[config.mk]
export PLATFORM = sky130hd
export DESIGN_NAME = ring_buffer_deque
export DESIGN_NICKNAME = d
export VERILOG_FILES = /design/src/rbd_pkg.sv /design/src/rbd_ram.sv /design/src/ring_buffer_deque.sv
export SDC_FILE = /design/constraint.sdc
export NUM_CORES = 1
export LEC_CHECK = 0
export CORE_ASPECT_RATIO = 1.5
export CORE_MARGIN = 4
export CORE_UTILIZATION = 50
export DETAILED_ROUTE_END_ITERATION = 10
export DONT_BUFFER_PORTS = 1
export RECOVER_POWER = 50
export SLEW_MARGIN = 30
export SYNTH_ARGS = -nofsm -noshare
export SYNTH_HDL_FRONTEND = slang
export SYNTH_HIERARCHICAL = 1
export SYNTH_SLANG_ARGS = --single-unit
[constraint.sdc]
create_clock -name i_clk -period 9.4 [get_ports i_clk]
set_input_delay 1.88 -clock i_clk [delete_from_list [all_inputs] [get_ports i_clk]]
set_output_delay 1.88 -clock i_clk [all_outputs]
set_load 0.01 [all_outputs]
[src/rbd_pkg.sv]
// Shared constants and types of the ring buffer deque.
`timescale 1ns / 1ps
package rbd_pkg;

    localparam int CAPACITY      = 16;
    localparam int ELEMENT_WIDTH = 64;
    localparam int PTR_W         = (CAPACITY > 1) ? $clog2(CAPACITY) : 1;
    localparam int CNT_W         = $clog2(CAPACITY + 1);

    localparam logic [1:0] ACT_PUSH_END   = 2'd0;
    localparam logic [1:0] ACT_PUSH_START = 2'd1;
    localparam logic [1:0] ACT_POP_END    = 2'd2;
    localparam logic [1:0] ACT_POP_START  = 2'd3;

    localparam logic [1:0] ST_DONE  = 2'd0;
    localparam logic [1:0] ST_FULL  = 2'd1;
    localparam logic [1:0] ST_EMPTY = 2'd2;

    typedef enum logic [1:0] {
        S_IDLE = 2'b01,
        S_READ = 2'b10
    } t_state;

endpackage

[src/rbd_ram.sv]
// Generic single-port RAM with registered read.
`timescale 1ns / 1ps
module rbd_ram #(
    parameter int WIDTH = 8,
    parameter int DEPTH = 16,
    parameter int AW    = (DEPTH > 1) ? $clog2(DEPTH) : 1
) (
    input  logic             i_clk,
    input  logic             i_we,
    input  logic [AW-1:0]    i_addr,
    input  logic [WIDTH-1:0] i_wdata,
    output logic [WIDTH-1:0] o_rdata
);

    logic [WIDTH-1:0] r_mem [DEPTH];
    logic [WIDTH-1:0] r_rdata;

    always_ff @(posedge i_clk) begin
        if (i_we) begin
            r_mem[i_addr] <= i_wdata;
        end
        r_rdata <= r_mem[i_addr];
    end

    assign o_rdata = r_rdata;

endmodule

[src/ring_buffer_deque.sv]
// Top level of the ring buffer deque.
`timescale 1ns / 1ps
// Double-ended queue of rbd_pkg::CAPACITY elements held in one RAM.
// Input channel (i_in_valid / o_in_ready) carries an action and a data word:
// push at end, push at start, pop from end, pop from start. Output channel
// (o_out_valid / i_out_ready) returns one beat per action: the popped word
// (zero otherwise), a status (done, full, empty) and the count afterwards.
// A push, or any rejected action, needs no RAM read: the result sits in the
// output register the cycle after the beat is accepted. A successful pop
// goes through the S_READ state for the registered read of the element RAM;
// no new beat is taken while that read is in flight.
// Pushes are taken one per cycle while the receiver keeps up; a pop blocks input until its read is done.
// A new beat is accepted when the output register is empty or is drained in
// the same cycle; if the receiver stalls, the result holds and input stalls.
// Reset (synchronous, active low) empties the queue and clears both pointers;
// the RAM contents are not cleared and need no clearing pass.
module ring_buffer_deque (
    input  logic        i_clk,
    input  logic        i_rst_n,
    input  logic        i_in_valid,
    output logic        o_in_ready,
    input  logic [1:0]  i_action,
    input  logic [63:0] i_item_data,
    output logic        o_out_valid,
    input  logic        i_out_ready,
    output logic [63:0] o_out_data,
    output logic [1:0]  o_status,
    output logic [4:0]  o_count_after
);

    localparam logic [rbd_pkg::PTR_W-1:0] PTR_LAST =
        rbd_pkg::PTR_W'(rbd_pkg::CAPACITY - 1);
    localparam logic [rbd_pkg::CNT_W-1:0] CNT_FULL =
        rbd_pkg::CNT_W'(rbd_pkg::CAPACITY);

    rbd_pkg::t_state r_state, n_state;

    logic [rbd_pkg::PTR_W-1:0] r_front, n_front;
    logic [rbd_pkg::PTR_W-1:0] r_back,  n_back;
    logic [rbd_pkg::CNT_W-1:0] r_count, n_count;

    logic                             r_out_valid;
    logic [rbd_pkg::ELEMENT_WIDTH-1:0] r_out_data;
    logic [1:0]                       r_out_status;
    logic [rbd_pkg::CNT_W-1:0]        r_out_count;

    logic                              accept;
    logic                              is_empty;
    logic                              is_full;
    logic                              mem_we;
    logic                              pop_ok;
    logic [1:0]                        status;
    logic [rbd_pkg::PTR_W-1:0]         mem_addr;
    logic [rbd_pkg::ELEMENT_WIDTH-1:0] mem_rdata;
    logic [rbd_pkg::ELEMENT_WIDTH+63:0] data_ext;
    logic [rbd_pkg::CNT_W+4:0]          count_ext;

    function automatic logic [rbd_pkg::PTR_W-1:0] step_up(
        input logic [rbd_pkg::PTR_W-1:0] p
    );
        return (p == PTR_LAST) ? '0 : p + 1'b1;
    endfunction

    function automatic logic [rbd_pkg::PTR_W-1:0] step_down(
        input logic [rbd_pkg::PTR_W-1:0] p
    );
        return (p == '0) ? PTR_LAST : p - 1'b1;
    endfunction

    assign o_in_ready = (r_state == rbd_pkg::S_IDLE) && (!r_out_valid || i_out_ready);
    assign accept     = i_in_valid && o_in_ready;
    assign is_empty   = (r_count == '0);
    assign is_full    = (r_count == CNT_FULL);

    always_comb begin
        n_front  = r_front;
        n_back   = r_back;
        n_count  = r_count;
        mem_we   = 1'b0;
        mem_addr = r_back;
        pop_ok   = 1'b0;
        status   = rbd_pkg::ST_DONE;
        case (i_action)
            rbd_pkg::ACT_PUSH_END: begin
                if (is_full) begin
                    status = rbd_pkg::ST_FULL;
                end else begin
                    mem_addr = is_empty ? r_back : step_up(r_back);
                    n_back   = mem_addr;
                    n_count  = r_count + 1'b1;
                    mem_we   = accept;
                end
            end
            rbd_pkg::ACT_PUSH_START: begin
                if (is_full) begin
                    status = rbd_pkg::ST_FULL;
                end else begin
                    mem_addr = is_empty ? r_front : step_down(r_front);
                    n_front  = mem_addr;
                    n_count  = r_count + 1'b1;
                    mem_we   = accept;
                end
            end
            rbd_pkg::ACT_POP_END: begin
                mem_addr = r_back;
                if (is_empty) begin
                    status = rbd_pkg::ST_EMPTY;
                end else begin
                    pop_ok  = 1'b1;
                    n_count = r_count - 1'b1;
                    if (n_count != '0) begin
                        n_back = step_down(r_back);
                    end
                end
            end
            rbd_pkg::ACT_POP_START: begin
                mem_addr = r_front;
                if (is_empty) begin
                    status = rbd_pkg::ST_EMPTY;
                end else begin
                    pop_ok  = 1'b1;
                    n_count = r_count - 1'b1;
                    if (n_count != '0) begin
                        n_front = step_up(r_front);
                    end
                end
            end
            default: begin
                status = rbd_pkg::ST_DONE;
            end
        endcase
    end

    always_comb begin
        n_state = r_state;
        case (r_state)
            rbd_pkg::S_IDLE: begin
                if (accept && pop_ok) begin
                    n_state = rbd_pkg::S_READ;
                end
            end
            rbd_pkg::S_READ: begin
                n_state = rbd_pkg::S_IDLE;
            end
            default: begin
                n_state = rbd_pkg::S_IDLE;
            end
        endcase
    end

    rbd_ram #(
        .WIDTH (rbd_pkg::ELEMENT_WIDTH),
        .DEPTH (rbd_pkg::CAPACITY),
        .AW    (rbd_pkg::PTR_W)
    ) u_store (
        .i_clk   (i_clk),
        .i_we    (mem_we),
        .i_addr  (mem_addr),
        .i_wdata (i_item_data[rbd_pkg::ELEMENT_WIDTH-1:0]),
        .o_rdata (mem_rdata)
    );

    always_ff @(posedge i_clk) begin
        if (!i_rst_n) begin
            r_state     <= rbd_pkg::S_IDLE;
            r_front     <= '0;
            r_back      <= '0;
            r_count     <= '0;
            r_out_valid <= 1'b0;
        end else begin
            r_state <= n_state;
            if (accept) begin
                r_front <= n_front;
                r_back  <= n_back;
                r_count <= n_count;
            end
            // Load a new result, else drop a drained one.
            if ((accept && !pop_ok) || (r_state == rbd_pkg::S_READ)) begin
                r_out_valid <= 1'b1;
            end else if (i_out_ready) begin
                r_out_valid <= 1'b0;
            end
        end
    end

    // Payload of the output beat; the popped word is loaded in the S_READ state, after the status and count.
    always_ff @(posedge i_clk) begin
        if (accept) begin
            r_out_status <= status;
            r_out_count  <= n_count;
            r_out_data   <= '0;
        end else if (r_state == rbd_pkg::S_READ) begin
            r_out_data <= mem_rdata;
        end
    end

    assign data_ext  = {64'd0, r_out_data};
    assign count_ext = {5'd0, r_out_count};

    assign o_out_valid   = r_out_valid;
    assign o_out_data    = data_ext[63:0];
    assign o_status      = r_out_status;
    assign o_count_after = count_ext[4:0];

endmodule

# Word level (Yosys, flattened, before mapping)
# Memories as Yosys holds them, arrays and structs flattened. A register that Yosys moved wholly into a read port is not among the register bits.
# Cells that the tools add are included.
# classes
eq_ne,13
add_sub_neg,6
n_reduce_logical,21
muxes,30
# op_table
op,count
4-bit 2-to-1 mux,13
4-bit one-hot mux with 2 select lines,2
4-bit one-hot mux with 4 select lines,1
5-bit 2-to-1 mux,2
"2-bit inequality test, second input constant",5
5-bit one-hot mux with 2 select lines,1
1-bit 2-to-1 mux,9
"4-bit by 1-bit adder with 4-bit output, second input constant",2
"4-bit equality test, second input constant",2
4-bit zero test,2
"4-bit by 1-bit subtractor with 4-bit output, second input constant",2
"2-bit equality test, second input constant",3
2-bit nonzero test,3
"5-bit by 1-bit adder with 5-bit output, second input constant",1
"5-bit equality test, second input constant",1
5-bit zero test,1
5-bit AND reduction,1
5-bit nonzero test,1
"5-bit by 1-bit subtractor with 5-bit output, second input constant",1
"2-bit by 1-bit equality test with 1-bit output, second input constant",2
1-bit logical AND,4
2-bit one-hot mux with 2 select lines,1
4-bit AND reduction,1
2-bit OR reduction,2
other kinds (5),7
# totals
output_inout_bits,73
input_bits,70
ram_bits,1024
elab_cells,79
register_bits,87
mem_count,1
# memory_table
name,words,width,rd,rd_clocked_by_memory_dff,wr,line,rtl
u_store.r_mem,16,64,1,1,1,rbd_ram.sv:15,logic [WIDTH-1:0] r_mem [DEPTH];

# Longest topological paths before layout
# Gate-level depths: netlist of run 1.
# logic_depth
word_depth,8
mapped_depth,14
mapped_depth_nobuf,10

# Cells and area by module
# Netlist of run 1, hierarchy kept.
# modules_own_cells
module,seq_area_each_um2,cells_per_inst,n_inst,area_each_um2
rbd_ram,32030.7,1648,1,39517.9
ring_buffer_deque,1811.7,492,1,3971.3

# Worst setup path before layout of run 1
# Ideal clock, no wire load.
# synth_path
path_type,in2reg
startpoint,input port i_action[1]
endpoint,"memory u_store/r_mem[0][0] (netlist bit), enable pin"
path_buffers,3
path_stages,8
slack_ns,0.780
arrival_ns,8.055
cell_sequence,clkbuf_1 clkbuf_1 clkbuf_1 nor3_1 o221ai_1 o21ai_0 or3b_2 nor3_1
# synth_via
elab_cells_between_ends,9
classes_between,eq/ne: 3; mux: 4; reduce/logical: 2
# synth_rtl
item,line,rtl
from (decl),ring_buffer_deque.sv:22,"input logic [1:0] i_action,"
"2-bit equality test, or another cell as far along",ring_buffer_deque.sv:83,case (i_action)
4-bit one-hot mux with 4 select lines *,ring_buffer_deque.sv:83,
"named net mem_addr, one bit",ring_buffer_deque.sv:53,logic [rbd_pkg::PTR_W-1:0] mem_addr;
to (decl),rbd_ram.sv:15,
# Mark *: on every way through the listed nets, which the timed path passes. The rest lies on a longest branch.

# Worst setup path after layout of run 1
# layout_path
startpoint,input port i_out_ready
endpoint,register r_state[0]
# layout_via
elab_chain_len,4
# layout_rtl
item,line,rtl
from (decl),ring_buffer_deque.sv:25,"input logic i_out_ready,"
1-bit logical OR,ring_buffer_deque.sv:70,assign o_in_ready = (r_state == rbd_pkg::S_IDLE) && (!r_out_valid || i_out_ready);
1-bit logical AND,ring_buffer_deque.sv:70,
1-bit logical AND,ring_buffer_deque.sv:71,assign accept = i_in_valid && o_in_ready;
1-bit logical AND,ring_buffer_deque.sv:138,if (accept && pop_ok) begin
to (signal assigned),ring_buffer_deque.sv:165,r_state <= rbd_pkg::S_IDLE;
to (signal assigned),ring_buffer_deque.sv:171,r_state <= n_state;
to (decl),ring_buffer_deque.sv:36,"rbd_pkg::t_state r_state, n_state;"
# Every way passes these cells.
# A chain may end at the register's enable or synchronous reset.

==> results of run 1 <==
placed cells by master (no fill, tap or decap), types with 5 or more instances in the layout:
master      netlist  final
edfxtp_1       1031   1031
mux4_2          258    256
nand2_1         210    210
dfxtp_1         144    144
a22oi_1         129    129
clkbuf_16         0    107
a21oi_1          76     76
buf_4             7     38
nor2_1           35     22
clkinv_2          0     20
clkbuf_1         70     18
clkinv_1          1     17
bufinv_16         0     15
nor2_4            0     13
o21ai_0          11     11
nand3_1           9      9
inv_1             9      9
clkbuf_8          0      9
mux2i_1           8      8
nand3b_1          8      8
ha_1              8      8
inv_6             0      7
nor3_1           10      6
clkinvlp_4        0      6
buf_16            0      6
nand2b_1          6      5
worst reg2reg max path: stages, from the launching register on:
cell      delay (ps)
dfxtp_1          430
inv_1            140
ha_1             340
nor3b_1          230
clkbuf_1         410
o211a_1          230
a21oi_1           40
mux4_4           990
nand2b_1         530
nor2_4           540
buf_16           240
buf_4            690
how the worst max path moves through the flow:
stage           startpoint                   to  cells after the start
3_5_place_dp   i_action[0]  u_store/o_rdata[51]                      6
2_1_floorplan  i_action[1]  u_store/r_mem[0][0]                      8
5_1_grt        i_out_ready           r_state[0]                      5
6_report       i_out_ready           r_state[0]                      5
4_1_cts         r_count[0]  u_store/o_rdata[51]                     12
3_3_place_gp   i_action[0]   u_store/o_rdata[9]                      6
per-stage QoR:
stage | cells | hold slack, ps | cell area, sq um | worst slack [ps]
3_3_place_gp | 3201 | 426 | 44900 | 3550
4_1_cts | 3408 | 441 | 48700 | 3730
6_report | 3410 | 439 | 48700 | 3670
5_1_grt | 3410 | 464 | 48700 | 3040
3_5_place_dp | 3206 | 434 | 45000 | 3550
2_1_floorplan | 2140 | 417 | 43500 | 780
Yosys cell counts (3+ instances only):
cell type / n
edfxtp_1: 1031
mux4_2: 258
nand2_1: 210
dfxtp_1: 144
a22oi_1: 129
a21oi_1: 76
clkbuf_1: 70
nor2_1: 35
buf_2: 31
buf_1: 13
o21ai_0: 11
nor3_1: 10
inv_1: 9
nand3_1: 9
ha_1: 8
mux2i_1: 8
nand3b_1: 8
buf_4: 7
nand2b_1: 6
nor2b_1: 5
and2_1: 4
xnor2_1: 4
buf_6: 3
nand4_1: 3
o31ai_1: 3
sequential cells by signal, indices dropped and copies added, names as in the netlist:
signal,flops
u_store/r_mem,1024
o_out_data,64
u_store/o_rdata,64
o_count_after,5
r_count,5
r_back,4
r_front,4
o_status,2
r_state,2
o_out_valid,1
area by class of cell:
cell class | count | share of cell area (%)
clock inverter | 70 | 1.61
timing repair buffer | 53 | 1.16
sequential | 1175 | 69.5
tap | 1139 | 2.93
inverter | 11 | 0.0874
multi-input combinational | 830 | 18.8
clock buffer | 132 | 5.88
cells by family (layout without fill, tap and decap cells):
logic type | Yosys count | count (layout)
AOI/OAI and AO/OA | 245 | 245
buffers and inverters | 135 | 266
muxes | 267 | 267
and+or+nand+nor | 305 | 305
xor gates and xnor gates | 5 | 5
adders and majority gates | 8 | 8
DFF | 1175 | 1175
layer usage:
metal | up-vias | track usage [%] | routed length, um | part of all wire (%)
li1 | 8796 | - | - | -
met1 | 11100 | 27.4 | 38400 | 39
met2 | 644 | 37.5 | 50900 | 52
met3 | 97 | 4.44 | 6420 | 6.6
met4 | 0 | 5.12 | 1760 | 1.8
met5 | - | 0 | 0 | 0
power by group through the flow:
stage          clock (W)  combinational [W]  sequential, W
2_1_floorplan          0            0.00137        0.00610
3_3_place_gp           0            0.00174        0.00618
3_5_place_dp           0            0.00176        0.00618
4_1_cts          0.00458            0.00176        0.00607
5_1_grt          0.00482            0.00187        0.00608
6_report         0.00448            0.00173        0.00606
==> results.md, run 1 <==
* Skew final at between 20 and 30 ps
* # IOs at between 100 and 150
* Die height at between 300 and 400 um
* Total Routing Usage GR at roughly a fifth
* Fraction of layout cells with a size suffix above 1 at between 20 and 25%
* TritonCTS buffer count at about 110
* Asr flop ratio synth at 0%
* Postcts setup bufs at 0
* CTS H-tree lvls at 3
* Max_cap viols at 1
* Crit-path leading delay family: buffers and inverters
* First-pass GRT wire length at 145000 um
* Via-to-Cell Ratio at 6.04
* Standard-cell rows at 132
* Mapped Area at 43500 sq um
* Iteration-0 DRC Markers at ~1700
* Starting Density at between 50 and 60%
* Netlist cell types at 63
* Final slew viol count at 76
* Sequential area share after synthesis at 77.8%
* Initial antenna violation count at 1
* Routed WL per cell at around 29 um
* Failing checks: max-capacitance violations, max-slew violations
* Reg-to-reg endpoint: u_store/r_mem[1][2]
* Final Core Density at 56.4%
* Slowest stage cell, crit path: clkbuf_1
* WP buf/inv at 2
* Routability congestion estimate from global placement at approximately 0.77
* Cell-internal power at approximately 0.0093 W
* Die area at just over 90000 sq um
* Critical Path RT at 9750 ps
* P_leak at ~15 nW
* Syn Inst Count at ~2100
* Max-slew headroom at -199%
* DRT Pass-1 Iters at 5
* Syn_area_per_cell at between 20 and 25 sq um
* Status: finished, violations left
* Pwr Density at roughly 250 nW/um^2
* Critical Path End Type: register
* # DRC at 0
* Reg2Reg Depth at 11
* Routed via count at between 20000 and 25000
* Comb pwr share at ~14%
* Area Overhead vs Synth at 12.0%
* Post-route ant nets at 0
* Worst EP arrival at about 6100 ps
* Synth Area in Compound Gates at under 10%
* # fillers at roughly 6400
* Largest family of logic cells by synthesized area: multiplexers
* Hold-critical path depth at 2
* CTS tree: built
* Hold WC Path Type: reg -> reg
* CP Launch Type: primary input
* CTS Hold Buffers Added at 0
* Reg clk slew, reported paths at roughly 60 ps
* FF+latch area at between 30000 and 40000 sq um
* Clock sink total at between 1000 and 1500
* Chip width at between 200 and 250 um
* Pin count of the biggest net entering global routing at 149
* Top post-synthesis cells by area: edfxtp_1 (71%), mux4_2 (13%), dfxtp_1 (6.6%)
* Nets@finish at approximately 2300
* Final-report hold violation count at 0
* Ys flop type: edfxtp_1
* Multi-input gate area at 9170 sq um
* Core Area at approximately 86000 sq um
* Switch share at a little under a quarter
* Minimum clock period at between 5000 and 6000 ps
* Number of synthesized flops with an enable pin at ~1000
* Net load switching power at a little under 0.003 W
* Vias in the first global route at around 22000
* Endpoints failing setup at 0
* Most used cell, CP: nand3_1
* Post-Route WL at approximately 100000 um
* Hold path startpoint: u_store/o_rdata[30]
* Syn_nets at around 2200
* Yosys top cell by area: edfxtp_1
* Crit share post-route at about three fifths
* VDD IR max at between 0.00015 and 0.0002 V
* Post-CTS sizing at 0
* Power Total at around 0.012 W
* # port buffers at 0
* Worst R2R Setup Slack at approximately 4200 ps
* Setup TNS at 0 ps
* Crit path cell chain: nand2b_1, nand3_1, clkinvlp_2, clkbuf_1, nand3_1
* Top cell type's share of synthesized area at 71.2%
* Synth Area in Simple Gates at between 3 and 4%
* Synth Area in Adders at less than 1%
* Root Buffer Master: clkbuf_16
* Clock power frac at approximately 37%
* Multiplexer share of the synthesized area at 13.6%
* DP HPWL at around 51000 um
* CTS max path bufs at 3
* Crit-path max FO at 75
* Worst hold endpoint: o_out_data[30]
* Setup CP Type: in -> reg
* Slew @ Worst Pin at ~4500 ps
* Grt ovf at 0
* Clk_lat worst skew at around 700 ps
* Worst reg2reg path startpoint: r_count[0]
* Post-synthesis register bit count at around 1200
* RSZ-0062 raised after global routing: false
* Antenna cells at 0
* Part of the power in registers at between 40 and 50%
* Synth Area in XOR/XNOR at 0.101%
* Peak Freq at around 170 MHz
* Warnings, synthesis at 6
* CP peak stage delay at 3150 ps
No activity file was read; power rests on OpenSTA's default activity.
==> run 2: changes to the inputs <==
==> constraint.sdc (replaced) <==
create_clock -name i_clk -period 5.75 [get_ports i_clk]
set_input_delay 1.15 -clock i_clk [delete_from_list [all_inputs] [get_ports i_clk]]
set_output_delay 1.15 -clock i_clk [all_outputs]
set_load 0.01 [all_outputs]
==> results.md, run 2 (synthesized netlist as in run 1, its figures left out) <==
* Most used cell, CP: nand3_1
* Final-report hold violation count at 0 (unchanged)
* Peak Freq at 220 MHz
* Standard-cell rows at 132 (unchanged)
* Max-slew headroom at -139% (+59 points)
* Setup CP Type: in -> reg
* Pin count of the biggest net entering global routing at 111 (-26%)
* Reg clk slew, reported paths at 60 ps (about the same)
* Post-Route WL at 98100 um (+0.67%)
* Postcts setup bufs at 0 (unchanged)
* Via-to-Cell Ratio at 6.05 (+0.14%)
* Most flops, register: u_store/r_mem
* Hold WC Path Type: reg -> reg
* Fraction of layout cells with a size suffix above 1 at 22.8% (+0.40 points)
* Routed via count at 20600 (+0.14%)
* TritonCTS buffer count at 105 (-0.94%)
* Starting Density at 50.3% (unchanged)
* Clock sink total at 1175 (unchanged)
* Chip width at 249 um (unchanged)
* CTS Hold Buffers Added at 0 (unchanged)
* # IOs at 143 (unchanged)
* # DRC at 0 (unchanged)
* Worst EP arrival at 4920 ps (-1160 ps)
* Minimum clock period at 4550 ps
* Nets@finish at 2257 (+0.089%)
* CP peak stage delay at 2690 ps (-460 ps)
* Power Total at 0.0202 W (+65%)
* Total Routing Usage GR at 21.4% (+0.16 points)
* P_leak at 15.2 nW (+0.48%)
* Critical Path RT at 6120 ps (-3630 ps)
* First-pass GRT wire length at 146000 um (+0.83%)
* Routed WL per cell at 28.8 um (+0.67%)
* RSZ-0062 raised after global routing: false
* Die height at 369 um (unchanged)
* Crit path cell chain: nand2b_1, nand3_1, clkinvlp_2, dlygate4sd2_1, nand3_1
* Status: finished, violations left
* Crit share post-route at 79.1%
* Final slew viol count at 76 (unchanged)
* Crit-path max FO at 75 (unchanged)
* Root Buffer Master: clkbuf_16
* CTS H-tree lvls at 3 (unchanged)
* Post-CTS sizing at 0 (unchanged)
* WP buf/inv at 2 (unchanged)
* Setup TNS at 0 ps (unchanged)
* Antenna cells at 0 (unchanged)
* Clk_lat worst skew at 700 ps (about the same)
* Routability congestion estimate from global placement at 0.778 (+1.5%)
* Placed Instance Area at 45200 sq um (+0.31%)
* Grt ovf at 0 (unchanged)
* Pwr Density at 412 nW/um^2 (+64%)
* Vias in the first global route at 21700 (-0.11%)
* Iteration-0 DRC Markers at 1731 (+3.1%)
* VDD IR max at 0.000373 V (+100%)
* Max_cap viols at 1 (unchanged)
* DP HPWL at 48800 um (-3.8%)
* CTS max path bufs at 3 (unchanged)
* Max reg flops at 1024 (unchanged)
* Critical Path End Type: register
* Cell area after layout at 49000 sq um (+0.53%)
* Die area at 91900 sq um (unchanged)
* Area Overhead vs Synth at 12.6%
* Endpoints failing setup at 0 (unchanged)
* Skew final at 31.1 ps (+5.73 ps)
* CP Launch Type: primary input
* Post-route ant nets at 0 (unchanged)
* Commonest non-fill, non-tap cell in the layout: edfxtp_1
* CTS tree: built
* Hold slack at 437 ps (-2.50 ps)
* Slew @ Worst Pin at 3590 ps (-891 ps)
* DRT Pass-1 Iters at 5 (unchanged)
* Core Area at 86400 sq um (unchanged)
* Slowest stage cell, crit path: dlygate4sd2_1
* # port buffers at 0 (unchanged)
* Dpl ws at 1600 ps (-1940 ps)
* Failing checks: max-capacitance violations, max-slew violations
* Crit-path leading delay family: buffers and inverters
* PnR worst setup slack at 1200 ps (-2470 ps)
* Most frequent cells in the layout: edfxtp_1 (1031), mux4_2 (256), nand2_1 (210)
* Initial antenna violation count at 0 (-1)
[run 2: per-stage QoR]
| step | instances | utilization, % |
|---|---|---|
| floorplan | 2140 | - |
| global route | 3410 | 56.7 |
| global placement | 3209 | 52.3 |
| finish | 3410 | 56.7 |
| CTS | 3408 | 56.6 |
| detailed placement | 3209 | 52.3 |
[run 2: where the power goes]
group | total (W) | leakage, nW | switching, W | internal [W]
registers | 0.00987 | 10.5 | 0.000174 | 0.00969
logic | 0.00286 | 2.95 | 0.00149 | 0.00137
clock network | 0.00746 | 1.82 | 0.00306 | 0.00440
[run 2: final cells by class]
type | instances | area, sq um
fill | 6395 | 37400
sequential | 1175 | 33800
multi-input combinational | 830 | 9230
clock buffer | 132 | 2860
tap | 1139 | 1430
clock inverter | 67 | 875
timing repair buffer | 56 | 676
inverter | 11 | 42.5
[run 2: routing by layer]
layer | global-route usage (%) | wire, um | vias up | part of all wire (%)
li1 | - | - | 8814 | -
met1 | 28.7 | 40100 | 11200 | 41
met2 | 36.6 | 50200 | 556 | 51
met3 | 4.90 | 6260 | 100 | 6.4
met4 | 4.36 | 1410 | 0 | 1.4
met5 | 0 | 0 | - | 0
[run 2: final timing paths]
check / startpoint / endpoint / slack (ps) / cells past startpoint
max: i_out_ready / r_state[0] / 1200 / 5
min: u_store/o_rdata[52] / o_out_data[52] / 440 / 2
max reg2reg: r_state[1] / r_state[0] / 1250 / 5
min reg2reg: u_store/o_rdata[52] / o_out_data[52] / 440 / 2
[run 2: worst reg2reg max path: cells and delay by family (launching register included)]
family        cells  cell delay (ps)
buf+inv           2             2920
simple gates      3              940
flops             1              340
